--- src/sv/oamc_pkg.sv ---
// ----------------------------------------------------------------------------
// oamc_pkg
// Shared codes, constants and types of the obstacle avoid mode controller.
// ----------------------------------------------------------------------------
`default_nettype none

package oamc_pkg;

   // drive mode codes
   localparam int MODE_W = 3;
   localparam logic [MODE_W-1:0] MODE_IDLE = 3'd0;
   localparam logic [MODE_W-1:0] MODE_FWD  = 3'd1;
   localparam logic [MODE_W-1:0] MODE_TL   = 3'd2;
   localparam logic [MODE_W-1:0] MODE_TR   = 3'd3;
   localparam logic [MODE_W-1:0] MODE_AVL  = 3'd4;
   localparam logic [MODE_W-1:0] MODE_AVR  = 3'd5;
   localparam logic [MODE_W-1:0] MODE_REV  = 3'd6;
   localparam logic [MODE_W-1:0] MODE_STOP = 3'd7;

   // control register indexes
   localparam int CSR_IDX_W = 3;
   localparam logic [CSR_IDX_W-1:0] CSR_SAFE_DISTANCE     = 3'd0;
   localparam logic [CSR_IDX_W-1:0] CSR_CRITICAL_DISTANCE = 3'd1;
   localparam logic [CSR_IDX_W-1:0] CSR_CRUISE_SPEED      = 3'd2;
   localparam logic [CSR_IDX_W-1:0] CSR_TURN_SPEED        = 3'd3;
   localparam logic [CSR_IDX_W-1:0] CSR_REVERSE_SPEED     = 3'd4;
   localparam logic [CSR_IDX_W-1:0] CSR_SLEW_STEP         = 3'd5;
   localparam logic [CSR_IDX_W-1:0] CSR_BATTERY_MIN_MV    = 3'd6;
   localparam logic [CSR_IDX_W-1:0] CSR_IR_THRESHOLD      = 3'd7;
   localparam int CSR_DATA_W = 13;

   // field widths
   localparam int TIME_W  = 32;
   localparam int DIST_W  = 9;
   localparam int ADC_W   = 12;
   localparam int SPEED_W = 10;
   localparam int MV_W    = 13;
   localparam int WHEEL_W = 11;
   localparam int TGT_W   = 12;
   localparam int DUTY_W  = 10;

   // speed and duty scaling
   localparam int SPEED_LIMIT     = 800;
   localparam int DUTY_FULL_SCALE = 1000;
   // full scale over speed limit reduces to a power-of-two denominator
   localparam int DUTY_DEN_SHIFT  = 2;
   localparam int DUTY_NUM        = (DUTY_FULL_SCALE << DUTY_DEN_SHIFT) / SPEED_LIMIT;

   // time in mode limits, ms
   localparam int TURN_TIME_MS    = 500;
   localparam int AVOID_TIME_MS   = 800;
   localparam int REVERSE_TIME_MS = 300;
   localparam int STOP_TIME_MS    = 1000;
   localparam int STOP_CLEAR_CM   = 5;

   // battery code to millivolt scale
   localparam int BAT_FULL_MV = 6600;
   localparam int ADC_FULL    = 4095;
   localparam int BAT_CMP_W   = 26;

   // reset values of the control registers
   localparam logic [DIST_W-1:0]  RST_SAFE_DISTANCE     = 9'd20;
   localparam logic [DIST_W-1:0]  RST_CRITICAL_DISTANCE = 9'd10;
   localparam logic [SPEED_W-1:0] RST_CRUISE_SPEED      = 10'd800;
   localparam logic [SPEED_W-1:0] RST_TURN_SPEED        = 10'd600;
   localparam logic [SPEED_W-1:0] RST_REVERSE_SPEED     = 10'd200;
   localparam logic [SPEED_W-1:0] RST_SLEW_STEP         = 10'd50;
   localparam logic [MV_W-1:0]    RST_BATTERY_MIN_MV    = 13'd3300;
   localparam logic [ADC_W-1:0]   RST_IR_THRESHOLD      = 12'd2000;

   // per wheel command from the mode logic
   typedef struct packed {
      logic signed [TGT_W-1:0] target;
      logic                    hold;
   } wheel_cmd_type;

   // forward and reverse pwm duty of one wheel
   typedef struct packed {
      logic [DUTY_W-1:0] fwd;
      logic [DUTY_W-1:0] rev;
   } duty_type;

endpackage

`default_nettype wire

--- src/sv/oamc_wheel.sv ---
// ----------------------------------------------------------------------------
// oamc_wheel
// Clamps one wheel target, slews the applied speed toward it unless told to
// hold, and derives the forward and reverse pwm duties from the new speed.
// ----------------------------------------------------------------------------
`default_nettype none

module oamc_wheel (
   input  logic signed [oamc_pkg::WHEEL_W-1:0] cur_speed,
   input  oamc_pkg::wheel_cmd_type              cmd,
   input  logic [oamc_pkg::SPEED_W-1:0]         slew_step,
   output logic signed [oamc_pkg::WHEEL_W-1:0] next_speed,
   output oamc_pkg::duty_type                   duty
);

   localparam int TGT_W   = oamc_pkg::TGT_W;
   localparam int WHEEL_W = oamc_pkg::WHEEL_W;
   localparam int DUTY_W  = oamc_pkg::DUTY_W;
   localparam int SHIFT   = oamc_pkg::DUTY_DEN_SHIFT;
   localparam int PROD_W  = WHEEL_W + $clog2(oamc_pkg::DUTY_NUM + 1);

   localparam logic signed [TGT_W-1:0] LIM_POS = TGT_W'(oamc_pkg::SPEED_LIMIT);
   localparam logic signed [TGT_W-1:0] LIM_NEG = -LIM_POS;

   logic signed [TGT_W-1:0] clamped;
   logic signed [TGT_W-1:0] cur_ext;
   logic signed [TGT_W-1:0] diff;
   logic signed [TGT_W-1:0] step_pos;
   logic signed [TGT_W-1:0] step_neg;
   logic signed [TGT_W-1:0] slewed;
   logic [WHEEL_W-1:0]      mag;
   logic [PROD_W-1:0]       scaled;
   logic [DUTY_W-1:0]       duty_val;
   logic                    is_neg;
   logic                    is_pos;

   // clamp target to the speed limit
   always_comb begin
      if (cmd.target > LIM_POS) begin
         clamped = LIM_POS;
      end else if (cmd.target < LIM_NEG) begin
         clamped = LIM_NEG;
      end else begin
         clamped = cmd.target;
      end
   end

   // slew toward the clamped target by at most one step
   assign cur_ext  = {cur_speed[WHEEL_W-1], cur_speed};
   assign diff     = clamped - cur_ext;
   assign step_pos = signed'({{(TGT_W-oamc_pkg::SPEED_W){1'b0}}, slew_step});
   assign step_neg = -step_pos;

   always_comb begin
      if (diff > step_pos) begin
         slewed = cur_ext + step_pos;
      end else if (diff < step_neg) begin
         slewed = cur_ext - step_pos;
      end else begin
         slewed = clamped;
      end
   end

   assign next_speed = cmd.hold ? cur_speed : slewed[WHEEL_W-1:0];

   // duty from the magnitude of the new speed
   assign is_neg   = next_speed[WHEEL_W-1];
   assign is_pos   = !is_neg && (next_speed != '0);
   assign mag      = is_neg ? WHEEL_W'(-next_speed) : WHEEL_W'(next_speed);
   assign scaled   = PROD_W'(mag) * PROD_W'(oamc_pkg::DUTY_NUM);
   assign duty_val = scaled[DUTY_W+SHIFT-1:SHIFT];

   assign duty.fwd = is_pos ? duty_val : '0;
   assign duty.rev = is_neg ? duty_val : '0;

endmodule

`default_nettype wire

--- src/sv/obstacle_avoid_mode_controller.sv ---
// ----------------------------------------------------------------------------
// obstacle_avoid_mode_controller
// Drive mode state machine with wheel slew limiting and pwm duty output.
// ----------------------------------------------------------------------------
// One sensor tick is taken per clock cycle while rsp_ready does not stall
// the output. A tick lands in an input register, the mode rules, wheel
// slew and duty math run combinationally behind it, and the result sits in
// an output register. The mode, entry time and wheel speeds update
// with the output register as a tick moves on, which is what lets the
// next tick follow right behind. The input stage stalls while a result
// waits on rsp_ready and moves again once the output register drains.
// Control registers are written through csr_write_en, csr_index and
// csr_wdata and should only change while no tick is in flight.
`default_nettype none

module obstacle_avoid_mode_controller (
   input  logic                                 clock,
   input  logic                                 reset,
   // sensor tick
   input  logic                                 req_valid,
   output logic                                 req_ready,
   input  logic [oamc_pkg::TIME_W-1:0]          req_now_ms,
   input  logic [oamc_pkg::DIST_W-1:0]          req_front_cm,
   input  logic [oamc_pkg::DIST_W-1:0]          req_left_cm,
   input  logic [oamc_pkg::DIST_W-1:0]          req_right_cm,
   input  logic [oamc_pkg::ADC_W-1:0]           req_center_ir_adc,
   input  logic [oamc_pkg::ADC_W-1:0]           req_battery_adc,
   // drive result
   output logic                                 rsp_valid,
   input  logic                                 rsp_ready,
   output logic [oamc_pkg::DUTY_W-1:0]          rsp_left_fwd_duty,
   output logic [oamc_pkg::DUTY_W-1:0]          rsp_left_rev_duty,
   output logic [oamc_pkg::DUTY_W-1:0]          rsp_right_fwd_duty,
   output logic [oamc_pkg::DUTY_W-1:0]          rsp_right_rev_duty,
   output logic signed [oamc_pkg::WHEEL_W-1:0]  rsp_left_speed,
   output logic signed [oamc_pkg::WHEEL_W-1:0]  rsp_right_speed,
   output logic [oamc_pkg::MODE_W-1:0]          rsp_drive_mode,
   output logic                                 rsp_emergency_stop,
   // control registers
   input  logic                                 csr_write_en,
   input  logic [oamc_pkg::CSR_IDX_W-1:0]       csr_index,
   input  logic [oamc_pkg::CSR_DATA_W-1:0]      csr_wdata
);

   localparam int TIME_W    = oamc_pkg::TIME_W;
   localparam int DIST_W    = oamc_pkg::DIST_W;
   localparam int ADC_W     = oamc_pkg::ADC_W;
   localparam int SPEED_W   = oamc_pkg::SPEED_W;
   localparam int MV_W      = oamc_pkg::MV_W;
   localparam int WHEEL_W   = oamc_pkg::WHEEL_W;
   localparam int TGT_W     = oamc_pkg::TGT_W;
   localparam int DUTY_W    = oamc_pkg::DUTY_W;
   localparam int MODE_W    = oamc_pkg::MODE_W;
   localparam int BAT_CMP_W = oamc_pkg::BAT_CMP_W;

   // control registers
   logic [DIST_W-1:0]  safe_distance_ff;
   logic [DIST_W-1:0]  critical_distance_ff;
   logic [SPEED_W-1:0] cruise_speed_ff;
   logic [SPEED_W-1:0] turn_speed_ff;
   logic [SPEED_W-1:0] reverse_speed_ff;
   logic [SPEED_W-1:0] slew_step_ff;
   logic [MV_W-1:0]    battery_min_mv_ff;
   logic [ADC_W-1:0]   ir_threshold_ff;

   // input stage
   logic               in_valid_ff;
   logic               in_valid_in;
   logic [TIME_W-1:0]  in_now_ff;
   logic [DIST_W-1:0]  in_front_ff;
   logic [DIST_W-1:0]  in_left_ff;
   logic [DIST_W-1:0]  in_right_ff;
   logic [ADC_W-1:0]   in_ir_ff;
   logic [ADC_W-1:0]   in_bat_ff;

   // controller state
   logic [MODE_W-1:0]         mode_ff;
   logic [MODE_W-1:0]         mode_in;
   logic [MODE_W-1:0]         prev_mode_ff;
   logic [TIME_W-1:0]         entry_time_ff;
   logic [TIME_W-1:0]         entry_time_in;
   logic signed [WHEEL_W-1:0] left_wheel_ff;
   logic signed [WHEEL_W-1:0] left_wheel_in;
   logic signed [WHEEL_W-1:0] right_wheel_ff;
   logic signed [WHEEL_W-1:0] right_wheel_in;

   // output stage
   logic                      rsp_valid_ff;
   logic                      rsp_valid_in;
   oamc_pkg::duty_type        left_duty_ff;
   oamc_pkg::duty_type        right_duty_ff;
   logic signed [WHEEL_W-1:0] left_speed_ff;
   logic signed [WHEEL_W-1:0] right_speed_ff;
   logic [MODE_W-1:0]         drive_mode_ff;
   logic                      estop_ff;
   logic                      estop_in;

   // datapath
   logic                    advance;
   logic                    obstacle;
   logic [TIME_W-1:0]       dt;
   logic [BAT_CMP_W-1:0]    bat_scaled;
   logic [BAT_CMP_W-1:0]    bat_limit;
   logic                    bat_low;
   logic [DIST_W:0]         stop_clear_cm;
   logic signed [TGT_W-1:0] cruise_tgt;
   logic signed [TGT_W-1:0] turn_tgt;
   logic signed [TGT_W-1:0] rev_tgt;
   oamc_pkg::wheel_cmd_type left_cmd;
   oamc_pkg::wheel_cmd_type right_cmd;
   oamc_pkg::duty_type      left_duty;
   oamc_pkg::duty_type      right_duty;

   // control register writes
   always_ff @(posedge clock) begin
      if (reset) begin
         safe_distance_ff     <= oamc_pkg::RST_SAFE_DISTANCE;
         critical_distance_ff <= oamc_pkg::RST_CRITICAL_DISTANCE;
         cruise_speed_ff      <= oamc_pkg::RST_CRUISE_SPEED;
         turn_speed_ff        <= oamc_pkg::RST_TURN_SPEED;
         reverse_speed_ff     <= oamc_pkg::RST_REVERSE_SPEED;
         slew_step_ff         <= oamc_pkg::RST_SLEW_STEP;
         battery_min_mv_ff    <= oamc_pkg::RST_BATTERY_MIN_MV;
         ir_threshold_ff      <= oamc_pkg::RST_IR_THRESHOLD;
      end else if (csr_write_en) begin
         case (csr_index)
            oamc_pkg::CSR_SAFE_DISTANCE:     safe_distance_ff     <= csr_wdata[DIST_W-1:0];
            oamc_pkg::CSR_CRITICAL_DISTANCE: critical_distance_ff <= csr_wdata[DIST_W-1:0];
            oamc_pkg::CSR_CRUISE_SPEED:      cruise_speed_ff      <= csr_wdata[SPEED_W-1:0];
            oamc_pkg::CSR_TURN_SPEED:        turn_speed_ff        <= csr_wdata[SPEED_W-1:0];
            oamc_pkg::CSR_REVERSE_SPEED:     reverse_speed_ff     <= csr_wdata[SPEED_W-1:0];
            oamc_pkg::CSR_SLEW_STEP:         slew_step_ff         <= csr_wdata[SPEED_W-1:0];
            oamc_pkg::CSR_BATTERY_MIN_MV:    battery_min_mv_ff    <= csr_wdata[MV_W-1:0];
            oamc_pkg::CSR_IR_THRESHOLD:      ir_threshold_ff      <= csr_wdata[ADC_W-1:0];
            default: begin
            end
         endcase
      end
   end

   // handshake: the tick moves on when the output register is free or drains
   assign advance      = in_valid_ff && (!rsp_valid_ff || rsp_ready);
   assign req_ready    = !in_valid_ff || advance;
   assign in_valid_in  = (req_valid && req_ready) || (in_valid_ff && !advance);
   assign rsp_valid_in = advance || (rsp_valid_ff && !rsp_ready);

   // input beat capture
   always_ff @(posedge clock) begin
      if (reset) begin
         in_valid_ff <= 1'b0;
      end else begin
         in_valid_ff <= in_valid_in;
      end
   end

   always_ff @(posedge clock) begin
      if (req_valid && req_ready) begin
         in_now_ff   <= req_now_ms;
         in_front_ff <= req_front_cm;
         in_left_ff  <= req_left_cm;
         in_right_ff <= req_right_cm;
         in_ir_ff    <= req_center_ir_adc;
         in_bat_ff   <= req_battery_adc;
      end
   end

   // entry time follows a mode change seen at the start of the tick
   assign entry_time_in = (mode_ff != prev_mode_ff) ? in_now_ff : entry_time_ff;
   assign dt            = in_now_ff - entry_time_in;

   // battery low when code*6600/4095 < min, compared without a divide
   assign bat_scaled = BAT_CMP_W'(in_bat_ff) * BAT_CMP_W'(oamc_pkg::BAT_FULL_MV);
   assign bat_limit  = BAT_CMP_W'(battery_min_mv_ff) * BAT_CMP_W'(oamc_pkg::ADC_FULL);
   assign bat_low    = bat_scaled < bat_limit;

   assign obstacle      = in_ir_ff > ir_threshold_ff;
   assign stop_clear_cm = (DIST_W+1)'(critical_distance_ff)
                        + (DIST_W+1)'(oamc_pkg::STOP_CLEAR_CM);

   assign cruise_tgt = signed'(TGT_W'(cruise_speed_ff));
   assign turn_tgt   = signed'(TGT_W'(turn_speed_ff));
   assign rev_tgt    = signed'(TGT_W'(reverse_speed_ff));

   // mode rules and wheel targets
   always_comb begin
      mode_in          = mode_ff;
      estop_in         = 1'b0;
      left_cmd.target  = '0;
      left_cmd.hold    = 1'b0;
      right_cmd.target = '0;
      right_cmd.hold   = 1'b0;
      if (bat_low) begin
         estop_in = 1'b1;
         mode_in  = oamc_pkg::MODE_STOP;
      end else begin
         case (mode_ff)
            oamc_pkg::MODE_IDLE: begin
            end
            oamc_pkg::MODE_FWD: begin
               if (in_front_ff > safe_distance_ff && !obstacle) begin
                  left_cmd.target  = cruise_tgt;
                  right_cmd.target = cruise_tgt;
               end else if (in_front_ff < critical_distance_ff || obstacle) begin
                  estop_in = 1'b1;
                  mode_in  = oamc_pkg::MODE_REV;
               end else begin
                  left_cmd.hold  = 1'b1;
                  right_cmd.hold = 1'b1;
                  if (in_front_ff < safe_distance_ff) begin
                     mode_in = (in_left_ff > in_right_ff) ? oamc_pkg::MODE_AVL
                                                          : oamc_pkg::MODE_AVR;
                  end
               end
            end
            oamc_pkg::MODE_TL, oamc_pkg::MODE_AVL: begin
               left_cmd.target  = -turn_tgt;
               right_cmd.target = turn_tgt;
               if (mode_ff == oamc_pkg::MODE_TL) begin
                  if (dt > TIME_W'(oamc_pkg::TURN_TIME_MS)) begin
                     mode_in = oamc_pkg::MODE_FWD;
                  end
               end else if (dt > TIME_W'(oamc_pkg::AVOID_TIME_MS)
                            && in_front_ff > safe_distance_ff) begin
                  mode_in = oamc_pkg::MODE_FWD;
               end
            end
            oamc_pkg::MODE_TR, oamc_pkg::MODE_AVR: begin
               left_cmd.target  = turn_tgt;
               right_cmd.target = -turn_tgt;
               if (mode_ff == oamc_pkg::MODE_TR) begin
                  if (dt > TIME_W'(oamc_pkg::TURN_TIME_MS)) begin
                     mode_in = oamc_pkg::MODE_FWD;
                  end
               end else if (dt > TIME_W'(oamc_pkg::AVOID_TIME_MS)
                            && in_front_ff > safe_distance_ff) begin
                  mode_in = oamc_pkg::MODE_FWD;
               end
            end
            oamc_pkg::MODE_REV: begin
               left_cmd.target  = -rev_tgt;
               right_cmd.target = -rev_tgt;
               if (dt > TIME_W'(oamc_pkg::REVERSE_TIME_MS)) begin
                  mode_in = (in_left_ff > in_right_ff) ? oamc_pkg::MODE_TL
                                                       : oamc_pkg::MODE_TR;
               end
            end
            default: begin
               // stop: wait, then back off once the front clears
               if (dt > TIME_W'(oamc_pkg::STOP_TIME_MS)
                   && {1'b0, in_front_ff} > stop_clear_cm) begin
                  mode_in = oamc_pkg::MODE_REV;
               end
            end
         endcase
      end
   end

   // wheel slew and duty
   oamc_wheel u_left_wheel (
      .cur_speed  (left_wheel_ff),
      .cmd        (left_cmd),
      .slew_step  (slew_step_ff),
      .next_speed (left_wheel_in),
      .duty       (left_duty)
   );

   oamc_wheel u_right_wheel (
      .cur_speed  (right_wheel_ff),
      .cmd        (right_cmd),
      .slew_step  (slew_step_ff),
      .next_speed (right_wheel_in),
      .duty       (right_duty)
   );

   // controller state update
   always_ff @(posedge clock) begin
      if (reset) begin
         mode_ff        <= oamc_pkg::MODE_FWD;
         prev_mode_ff   <= oamc_pkg::MODE_IDLE;
         entry_time_ff  <= '0;
         left_wheel_ff  <= '0;
         right_wheel_ff <= '0;
      end else if (advance) begin
         mode_ff        <= mode_in;
         prev_mode_ff   <= mode_ff;
         entry_time_ff  <= entry_time_in;
         left_wheel_ff  <= left_wheel_in;
         right_wheel_ff <= right_wheel_in;
      end
   end

   // output beat
   always_ff @(posedge clock) begin
      if (reset) begin
         rsp_valid_ff <= 1'b0;
      end else begin
         rsp_valid_ff <= rsp_valid_in;
      end
   end

   always_ff @(posedge clock) begin
      if (advance) begin
         left_duty_ff   <= left_duty;
         right_duty_ff  <= right_duty;
         left_speed_ff  <= left_wheel_in;
         right_speed_ff <= right_wheel_in;
         drive_mode_ff  <= mode_in;
         estop_ff       <= estop_in;
      end
   end

   assign rsp_valid          = rsp_valid_ff;
   assign rsp_left_fwd_duty  = left_duty_ff.fwd;
   assign rsp_left_rev_duty  = left_duty_ff.rev;
   assign rsp_right_fwd_duty = right_duty_ff.fwd;
   assign rsp_right_rev_duty = right_duty_ff.rev;
   assign rsp_left_speed     = left_speed_ff;
   assign rsp_right_speed    = right_speed_ff;
   assign rsp_drive_mode     = drive_mode_ff;
   assign rsp_emergency_stop = estop_ff;

endmodule

`default_nettype wire

--- config.mk ---
export PLATFORM = sky130hd
export DESIGN_NAME = obstacle_avoid_mode_controller
export DESIGN_NICKNAME = d
export VERILOG_FILES = /design/src/sv/oamc_pkg.sv /design/src/sv/oamc_wheel.sv /design/src/sv/obstacle_avoid_mode_controller.sv
export SDC_FILE = /design/constraint.sdc
export NUM_CORES = 1
export LEC_CHECK = 0
export BUFFER_PORTS_ARGS = -buffer_cell sky130_fd_sc_hd__buf_2
export CORE_ASPECT_RATIO = 1.4
export CORE_UTILIZATION = 60
export CTS_BUF_LIST = sky130_fd_sc_hd__clkbuf_16
export DETAILED_ROUTE_END_ITERATION = 8
export PLACE_DENSITY = 0.9
export SYNTH_ARGS = -nofsm -noshare
export SYNTH_HDL_FRONTEND = slang
export SYNTH_SLANG_ARGS = --single-unit
--- constraint.sdc ---
create_clock -name clock -period 17.6 [get_ports clock]
set_clock_uncertainty 0.2 [all_clocks]
set_input_delay 0.88 -clock clock [delete_from_list [all_inputs] [get_ports clock]]
set_output_delay 0.88 -clock clock [all_outputs]
set_load 0.01 [all_outputs]
==> results of run 1 <==
worst max-delay path: cells and delay by family, from the launching register on:
kind | cells | cell delay (ns)
AOI/OAI and AO/OA | 35 | 7.68
adders and majority gates | 14 | 5.02
and+or+nand+nor | 10 | 1.63
xor gates and xnor gates | 4 | 0.76
buffers and inverters | 8 | 0.60
DFF | 1 | 0.42
muxes | 1 | 0.08
sequential cells by signal, summed over array words and instances (netlist names), 10 cells and up:
| name | count |
|---|---|
| rsp_right_rev_duty | 10 |
| in_now_ff | 32 |
| left_wheel_ff | 11 |
| rsp_left_fwd_duty | 10 |
| reverse_speed_ff | 10 |
| rsp_left_speed | 11 |
| cruise_speed_ff | 10 |
| rsp_left_rev_duty | 10 |
| rsp_right_fwd_duty | 10 |
| right_wheel_ff | 11 |
| in_bat_ff | 12 |
| turn_speed_ff | 10 |
| entry_time_ff | 32 |
| rsp_right_speed | 11 |
| ir_threshold_ff | 12 |
| in_ir_ff | 12 |
| slew_step_ff | 10 |
| battery_min_mv_ff | 13 |
timing repair:
| action | 4_1_cts | 5_1_grt |
|---|---|---|
| endpoints found under the setup margin | 0 | 4 |
| hold buffers | 0 | 0 |
| resized for setup | 0 | 6 |
layout make-up:
class / count / area (sq um)
Multi-Input combinational cell: 2273 / 17800
Fill cell: 3448 / 14900
Sequential cell: 294 / 7380
Inverter: 378 / 1420
Timing Repair Buffer: 184 / 956
Clock buffer: 31 / 776
Tap cell: 558 / 698
Clock inverter: 25 / 233
cells in the mapped netlist (all sizes together), types with 9 or more instances:
| master | instances | area [sq um] |
|---|---|---|
| inv | 377 | 1420 |
| ha | 372 | 4650 |
| nand2 | 283 | 1060 |
| nor2 | 237 | 890 |
| a21oi | 222 | 1130 |
| edfxtp | 149 | 4470 |
| dfxtp | 145 | 2900 |
| o21ai | 117 | 604 |
| xnor2 | 116 | 1020 |
| fa | 115 | 2300 |
| clkbuf | 81 | 313 |
| a211oi | 60 | 463 |
| nor3 | 56 | 318 |
| a21o | 54 | 407 |
| mux2i | 52 | 533 |
| nand3 | 45 | 225 |
| o21a | 35 | 263 |
| and2 | 34 | 213 |
| xor2 | 34 | 298 |
| o21bai | 31 | 233 |
| nand2b | 30 | 188 |
| a31oi | 28 | 181 |
| nand4 | 25 | 156 |
| nor2b | 25 | 156 |
| nand3b | 23 | 173 |
| o211ai | 22 | 170 |
| or3 | 21 | 131 |
| a211o | 20 | 184 |
| nor4 | 17 | 121 |
| a21boi | 15 | 113 |
| buf | 15 | 80.1 |
| or2 | 14 | 87.6 |
| o31ai | 13 | 103 |
| o2111ai | 12 | 105 |
| a2111oi | 10 | 87.6 |
| and3 | 10 | 62.6 |
| a41oi | 9 | 93.8 |
logic make-up (layout without fill, tap and decap cells):
family / after synthesis / count (layout) / share of synthesized area [%]
AOI/OAI and AO/OA: 732 / 732 / 18.2
xor gates and xnor gates: 150 / 150 / 4.87
adders and majority gates: 487 / 487 / 25.8
buffers and inverters: 474 / 618 / 6.72
DFF: 294 / 294 / 27.4
muxes: 57 / 57 / 2.19
and+or+nand+nor: 847 / 847 / 14.9
metrics by stage:
step	hold slack (ns)	util [%]	std cells	setup WS (ns)	cell area [sq um]
floorplan	0.236	-	3041	2.87	27000
global placement	0.243	63.9	3687	1.35	28200
detailed placement	0.246	63.9	3687	0.889	28200
CTS	0.236	66.2	3743	0.743	29300
global route	0.242	66.3	3743	0.0203	29300
finish	0.256	66.3	3743	0.937	29300
layer usage:
metal | wire (um) | part of all wire (%) | track usage (%)
met2 | 34600 | 52 | 55.3
met5 | 0 | 0 | 0
met1 | 25000 | 37 | 31.2
met4 | 3600 | 5.4 | 15.6
met3 | 3870 | 5.8 | 3.45
path summary, 6_finish.rpt:
path	end
setup / recovery	rsp_left_rev_duty[9]$_SDFFCE_PP0P_
hold reg to reg	safe_distance_ff[7]$_SDFFE_PP0P_
hold / removal	safe_distance_ff[7]$_SDFFE_PP0P_
setup reg to reg	rsp_left_rev_duty[9]$_SDFFCE_PP0P_
==> qor.txt, run 1 <==
Worst-path clk slew -> 0.07 ns
first-pass GRT wire length -> 108000 um
later-pin clock latency in the skew report -> 0.59 ns
post-synth net total -> 3632
# diodes -> 0
worst-case clock buffer depth -> 3
Post-synth EDFFs -> 149
hold depth -> 2
Slew Viols, Final -> 0
Ys Warns -> 0
CP Launch Type -> flip-flop
Hold Startpoint -> safe_distance_ff[7]$_SDFFE_PP0P_
CP Launch Point -> battery_min_mv_ff[1]$_SDFFE_PP0P_
Reg2Reg Launch Point -> battery_min_mv_ff[1]$_SDFFE_PP0P_
Sink Count -> 294
num rows -> 91
Worst Setup End Kind -> flip-flop
leading cell types in the layout, fill and taps excluded -> 372 x inv_1, 372 x ha_1, 283 x nand2_1, 237 x nor2_1, 218 x a21oi_1
Worst slew margin -> 30.8%
CP Class -> flip-flop to flip-flop
Mapped Area -> 27000 sq um
Avg Synthesized Cell Area -> 8.87 sq um
register area share after synthesis -> 27.4%
Worst path slowest cell -> fa_1
Post-CTS Repair Setup Buffers -> 0
num ports -> 172
total CTS buffers -> 30
largest net degree at the start of global routing -> 99
final setup fails -> 0
die area -> 45800 sq um
Max-Cap Viols -> 0
vias -> 22719
CTS tree -> built
DRT Wirelength -> 67100 um
P&R area growth vs syn -> 8.56%
unrepaired setup endpoints after global routing -> false
Antenna Violating Nets Remaining -> 0
die height -> 253 um
GPL Wtd Cong -> 1.00
antenna violations before repair -> 0
asr flop ratio synth -> 0%
setup_tns -> 0 ns
Syn Inst Count -> 3041
synth unique cells -> 101
total gr overflow -> 0
fin crit share -> 94.7%
r2r setup slk -> 0.94 ns
number of vias per cell -> 6.07
DP Wirelength -> 51800 um
H-tree Lvls -> 1
final count of hold timing violations -> 0
Layout Nets -> 3752
layout cells sized above 1 -> 9.39%
Wirelength per Cell -> 17.9 um
initial core utilization -> 61.0%
PortBufs -> 171
Tot GR Track Use -> 29.1%
die width -> 181 um
Peak Freq -> 0.0600 GHz
Crit Path Max Fanout -> 11
first-pass iteration count of the detailed router -> 6
cell mode on critical path -> a21oi_1
WP data required -> 17.74 ns
status -> complete, no violations
R2R cell count -> 72
slew at the pin with the worst max-slew slack -> 1.04 ns
Seq cells post-synth -> 294
vias in the first global route -> 22670
Clock Tree Root -> clkbuf_16
area of the core region -> 44200 sq um
post-route minimum period -> 16.66 ns
crit-path max cell delay -> 0.59 ns
Starting DRT DRC Count -> 1187
worst hold path type -> flip-flop to flip-flop
residual DRC count -> 0
ys flop type -> edfxtp_1
critical path data arrival time -> 16.80 ns
Power of run 1 is left out: the tool's default activity adds up to more than one toggle a clock period on the data nets, which glitch-free logic cannot reach.
==> run 2: changes to the inputs <==
--- a/config.mk
+++ b/config.mk
@@ -6,11 +6,13 @@
 export NUM_CORES = 1
 export LEC_CHECK = 0
 export BUFFER_PORTS_ARGS = -buffer_cell sky130_fd_sc_hd__buf_2
+export CELL_PAD_IN_SITES_DETAIL_PLACEMENT = 2
+export CELL_PAD_IN_SITES_GLOBAL_PLACEMENT = 2
 export CORE_ASPECT_RATIO = 1.4
-export CORE_UTILIZATION = 60
+export CORE_UTILIZATION = 39
 export CTS_BUF_LIST = sky130_fd_sc_hd__clkbuf_16
 export DETAILED_ROUTE_END_ITERATION = 8
-export PLACE_DENSITY = 0.9
+export PLACE_DENSITY = 0.92
 export SYNTH_ARGS = -nofsm -noshare
 export SYNTH_HDL_FRONTEND = slang
 export SYNTH_SLANG_ARGS = --single-unit
==> qor.txt, run 2 (synthesized netlist as in run 1, its figures left out) <==
final design utilization -> 44.4%
Layout Cells excl Fill -> 4139
Crit Path Max Fanout -> 11
WP data required -> 17.84 ns
first-pass iteration count of the detailed router -> 5
Starting DRT DRC Count -> 1187
num rows -> 113
PortBufs -> 171
CTS tree -> built
residual DRC count -> 0
number of vias per cell -> 5.91
Worst Setup End Kind -> flip-flop
DP Wirelength -> 77500 um
# diodes -> 0
Wirelength per Cell -> 25.8 um
Sink Count -> 294
vias in the first global route -> 27737
Reg2Reg Launch Point -> battery_min_mv_ff[5]$_SDFFE_PP1P_
critical path data arrival time -> 17.72 ns
layout cells sized above 1 -> 11.0%
die width -> 224 um
area of the core region -> 68100 sq um
Tot GR Track Use -> 29.3%
final setup fails -> 0
R2R cell count -> 73
worst hold path type -> primary input to flip-flop
Antenna Violating Nets Remaining -> 0
Hold WS -> 0.243 ns
worst-case clock buffer depth -> 3
antenna violations before repair -> 1
CP Launch Point -> battery_min_mv_ff[5]$_SDFFE_PP1P_
die height -> 313 um
DRT Wirelength -> 107000 um
hold depth -> 1
Peak Freq -> 0.0572 GHz
P&R area growth vs syn -> 12.3%
slew at the pin with the worst max-slew slack -> 1.09 ns
post-route minimum period -> 17.48 ns
num ports -> 172
Clock Tree Root -> clkbuf_16
fin crit share -> 99.3%
CP Class -> flip-flop to flip-flop
Hold Startpoint -> req_center_ir_adc[1]
Worst path slowest cell -> fa_1
leading cell types in the layout, fill and taps excluded -> 371 x inv_1, 371 x ha_1, 283 x nand2_1, 235 x nor2_1, 214 x a21oi_1
total gr overflow -> 0
Worst-path clk slew -> 0.07 ns
cell mode on critical path -> a21oi_1
initial core utilization -> 39.6%
largest net degree at the start of global routing -> 86
biggest regs -> entry_time_ff (32), in_now_ff (32), battery_min_mv_ff (13)
Slew Viols, Final -> 0
CP Launch Type -> flip-flop
GPL Wtd Cong -> 0.908
Max-Cap Viols -> 0
status -> complete, no violations
later-pin clock latency in the skew report -> 0.61 ns
vias -> 24451
final count of hold timing violations -> 0
crit-path max cell delay -> 0.88 ns
Worst slew margin -> 26.9%
die area -> 70200 sq um
H-tree Lvls -> 2
total CTS buffers -> 36
Placed Cells incl. Taps -> 4053
first-pass GRT wire length -> 159000 um
Layout Nets -> 3783
==> run 2: worst max-delay path: cells and delay by family (launching register included) <==
| family | cells | cell delay (ns) |
|---|---|---|
| flops | 1 | 0.38 |
| compound gates | 32 | 6.77 |
| xor+xnor | 5 | 0.71 |
| simple gates | 14 | 2.69 |
| fa+ha+maj | 12 | 5.20 |
| buf+inv | 10 | 1.34 |
==> run 2: routing by layer <==
metal  track usage [%]  part of all wire, %  up-vias
met5                 0                0.012        -
met3              4.35                  4.4      399
met4              16.3                  6.4        2
li1                  -                    -    10959
met1              29.0                   35    12270
met2              57.2                   54      821
==> run 2: final timing paths <==
kind,to,slack (ns)
setup / recovery,rsp_right_rev_duty[9]$_SDFFCE_PP0P_,0.12
hold / removal,in_ir_ff[1]$_DFFE_PP_,0.24
setup reg to reg,rsp_right_rev_duty[9]$_SDFFCE_PP0P_,0.12
hold reg to reg,safe_distance_ff[7]$_SDFFE_PP0P_,0.27
==> run 2: per-stage QoR <==
step / instance area (sq um) / TNS (ns) / worst slack (ns)
after floorplan: 27000 / 0 / 2.87
after global placement: 28700 / 0 / 0.628
after detailed placement: 28700 / -0.447 / -0.295
after CTS: 30000 / 0 / 0.0348
after global routing: 30300 / -1.21 / -0.631
final: 30300 / 0 / 0.121
==> run 2: cell type report <==
class	instances	area [sq um]
clock buffer	36	901
clock inverter	29	315
fill	7517	37900
inverter	378	1430
multi-input combinational	2273	17900
sequential	294	7380
tap	920	1150
timing repair buffer	209	1170
==> run 2: what timing repair did <==
item	CTS	global route
buffers inserted	0	21
gates resized for setup	5	30
endpoints found under the setup margin	4	20
pin swaps	0	7
hold buffers	0	0
Power of run 2 is left out for the same reason.
==> run 3: changes to the inputs <==
--- a/config.mk
+++ b/config.mk
@@ -9,10 +9,10 @@
 export CELL_PAD_IN_SITES_DETAIL_PLACEMENT = 2
 export CELL_PAD_IN_SITES_GLOBAL_PLACEMENT = 2
 export CORE_ASPECT_RATIO = 1.4
-export CORE_UTILIZATION = 39
+export CORE_UTILIZATION = 42
 export CTS_BUF_LIST = sky130_fd_sc_hd__clkbuf_16
 export DETAILED_ROUTE_END_ITERATION = 8
-export PLACE_DENSITY = 0.92
+export PLACE_DENSITY = 0.95
 export SYNTH_ARGS = -nofsm -noshare
 export SYNTH_HDL_FRONTEND = slang
 export SYNTH_SLANG_ARGS = --single-unit
==> constraint.sdc (replaced) <==
create_clock -name clock -period 21.3 [get_ports clock]
set_clock_uncertainty 0.2 [all_clocks]
set_input_delay 1.065 -clock clock [delete_from_list [all_inputs] [get_ports clock]]
set_output_delay 1.065 -clock clock [all_outputs]
set_load 0.01 [all_outputs]
==> qor.txt, run 3 (synthesized netlist as in run 1, its figures left out) <==
Post-CTS Repair Setup Buffers -> 0
pre-CTS setup slack -> 3.97 ns
CTS tree -> built
first-pass iteration count of the detailed router -> 5
unrepaired setup endpoints after global routing -> false
total CTS buffers -> 36
Worst Hold Path EP -> cruise_speed_ff[1]$_SDFFE_PP0P_
DRT Wirelength -> 111000 um
H-tree Lvls -> 2
Sink Count -> 294
num rows -> 109
Worst slew margin -> 5.49%
PostCTS Resize Cnt -> 0
R2R cell count -> 70
antenna violations before repair -> 0
setup_tns -> 0 ns
total gr overflow -> 0
number of vias per cell -> 6.15
Crit Path Max Fanout -> 8
vias in the first global route -> 29016
reg2reg end -> rsp_right_rev_duty[9]$_SDFFCE_PP0P_
Fillers -> 6801
leading cell types in the layout, fill and taps excluded -> 380 x inv_1, 372 x ha_1, 283 x nand2_1, 237 x nor2_1, 218 x a21oi_1
first-pass GRT wire length -> 170000 um
Layout Nets -> 3757
P&R area growth vs syn -> 10.4%
num ports -> 172
WP data required -> 21.52 ns
worst-case clock buffer depth -> 3
CP Class -> flip-flop to flip-flop
commonest non-fill, non-tap cell in the layout -> inv_1
initial core utilization -> 42.6%
Slew Viols, Final -> 0
fin crit share -> 86.3%
Clock Tree Root -> clkbuf_16
die height -> 302 um
# diodes -> 0
Antenna Violating Nets Remaining -> 0
Hold Startpoint -> cruise_speed_ff[1]$_SDFFE_PP0P_
Reg2Reg Launch Point -> battery_min_mv_ff[1]$_SDFFE_PP0P_
biggest regs -> entry_time_ff (32), in_now_ff (32), battery_min_mv_ff (13)
# hold bufs at CTS -> 0
hold depth -> 2
largest net degree at the start of global routing -> 95
Max-Cap Viols -> 0
GPL Wtd Cong -> 0.922
r2r setup slk -> 2.92 ns
final design utilization -> 47.1%
FF+latch area -> 7380 sq um
slew at the pin with the worst max-slew slack -> 1.41 ns
Placed Cells incl. Taps -> 3960
Worst path slowest cell -> fa_1
DP Wirelength -> 80800 um
Peak Freq -> 0.0544 GHz
Wirelength per Cell -> 27.5 um
post-route minimum period -> 18.38 ns
Worst Setup End Kind -> flip-flop
Worst-path clk slew -> 0.06 ns
PortBufs -> 171
Starting DRT DRC Count -> 1269
area of the core region -> 63300 sq um
fin worst setup slack -> 2.92 ns
status -> complete, no violations
area of the multi-input gates -> 17800 sq um
Layout Cells excl Fill -> 4026
CP Launch Type -> flip-flop
worst hold path type -> flip-flop to flip-flop
later-pin clock latency in the skew report -> 0.59 ns
layout cells sized above 1 -> 9.33%
die area -> 65200 sq um
residual DRC count -> 0
final setup fails -> 0
Tot GR Track Use -> 33.9%
vias -> 24752
crit-path max cell delay -> 0.60 ns
critical path data arrival time -> 18.60 ns
final count of hold timing violations -> 0
die width -> 216 um
==> run 3: cell types whose count changed in the layout (fill, tap and decap cells not counted), moves of 3 or more <==
cell / previous run / this run
buf_4: 37 / 13
inv_1: 371 / 380
a21oi_1: 214 / 218
clkinv_2: 5 / 1
a21oi_2: 6 / 3
clkinv_4: 3 / 0
==> run 3: worst max path at each step <==
| stage | startpoint | to | slack, ns | cells past startpoint |
|---|---|---|---|---|
| 3_5_place_dp | battery_min_mv_ff[1]$_SDFFE_PP0P_ | rsp_left_rev_duty[9]$_SDFFCE_PP0P_ | 3.97 | 66 |
| 3_3_place_gp | battery_min_mv_ff[1]$_SDFFE_PP0P_ | rsp_left_rev_duty[9]$_SDFFCE_PP0P_ | 5.23 | 69 |
| 4_1_cts | battery_min_mv_ff[1]$_SDFFE_PP0P_ | rsp_right_rev_duty[9]$_SDFFCE_PP0P_ | 3.19 | 70 |
| 6_report | battery_min_mv_ff[1]$_SDFFE_PP0P_ | rsp_right_rev_duty[9]$_SDFFCE_PP0P_ | 2.92 | 70 |
| 5_1_grt | battery_min_mv_ff[1]$_SDFFE_PP0P_ | rsp_right_rev_duty[9]$_SDFFCE_PP0P_ | 2.01 | 69 |
| 2_1_floorplan | battery_min_mv_ff[1]$_SDFFE_PP0P_ | rsp_left_rev_duty[9]$_SDFFCE_PP0P_ | 6.57 | 73 |
==> run 3: area by class of cell <==
class | count | share of cell area [%]
multi-input combinational | 2273 | 59.8
inverter | 378 | 4.78
sequential | 294 | 24.8
tap | 832 | 3.50
clock inverter | 28 | 0.819
clock buffer | 38 | 3.19
timing repair buffer | 183 | 3.18
==> run 3: critical path: cells and delay by family, from the launching register on <==
family                     cells  cell delay (ns)
xor gates and xnor gates       5             0.89
buffers and inverters          9             1.07
muxes                          1             0.31
adders and majority gates     13             5.01
and+or+nand+nor               12             2.48
DFF                            1             0.47
AOI/OAI and AO/OA             30             7.75
==> run 3: per-stage QoR <==
| stage | cell area [sq um] | hold WS, ns |
|---|---|---|
| 2_1_floorplan | 27000 | 0.236 |
| 3_3_place_gp | 28600 | 0.245 |
| 3_5_place_dp | 28600 | 0.254 |
| 4_1_cts | 29800 | 0.271 |
| 5_1_grt | 29800 | 0.294 |
| 6_report | 29800 | 0.270 |
==> run 3: metal layers <==
layer | wire length, um | vias up | GRT usage (%)
met5 | 0 | - | 0
met4 | 8770 | 0 | 24.7
met3 | 4930 | 508 | 5.72
met2 | 59200 | 911 | 65.1
met1 | 37800 | 12410 | 32.2
li1 | - | 10923 | -
Power of run 3 is left out for the same reason.
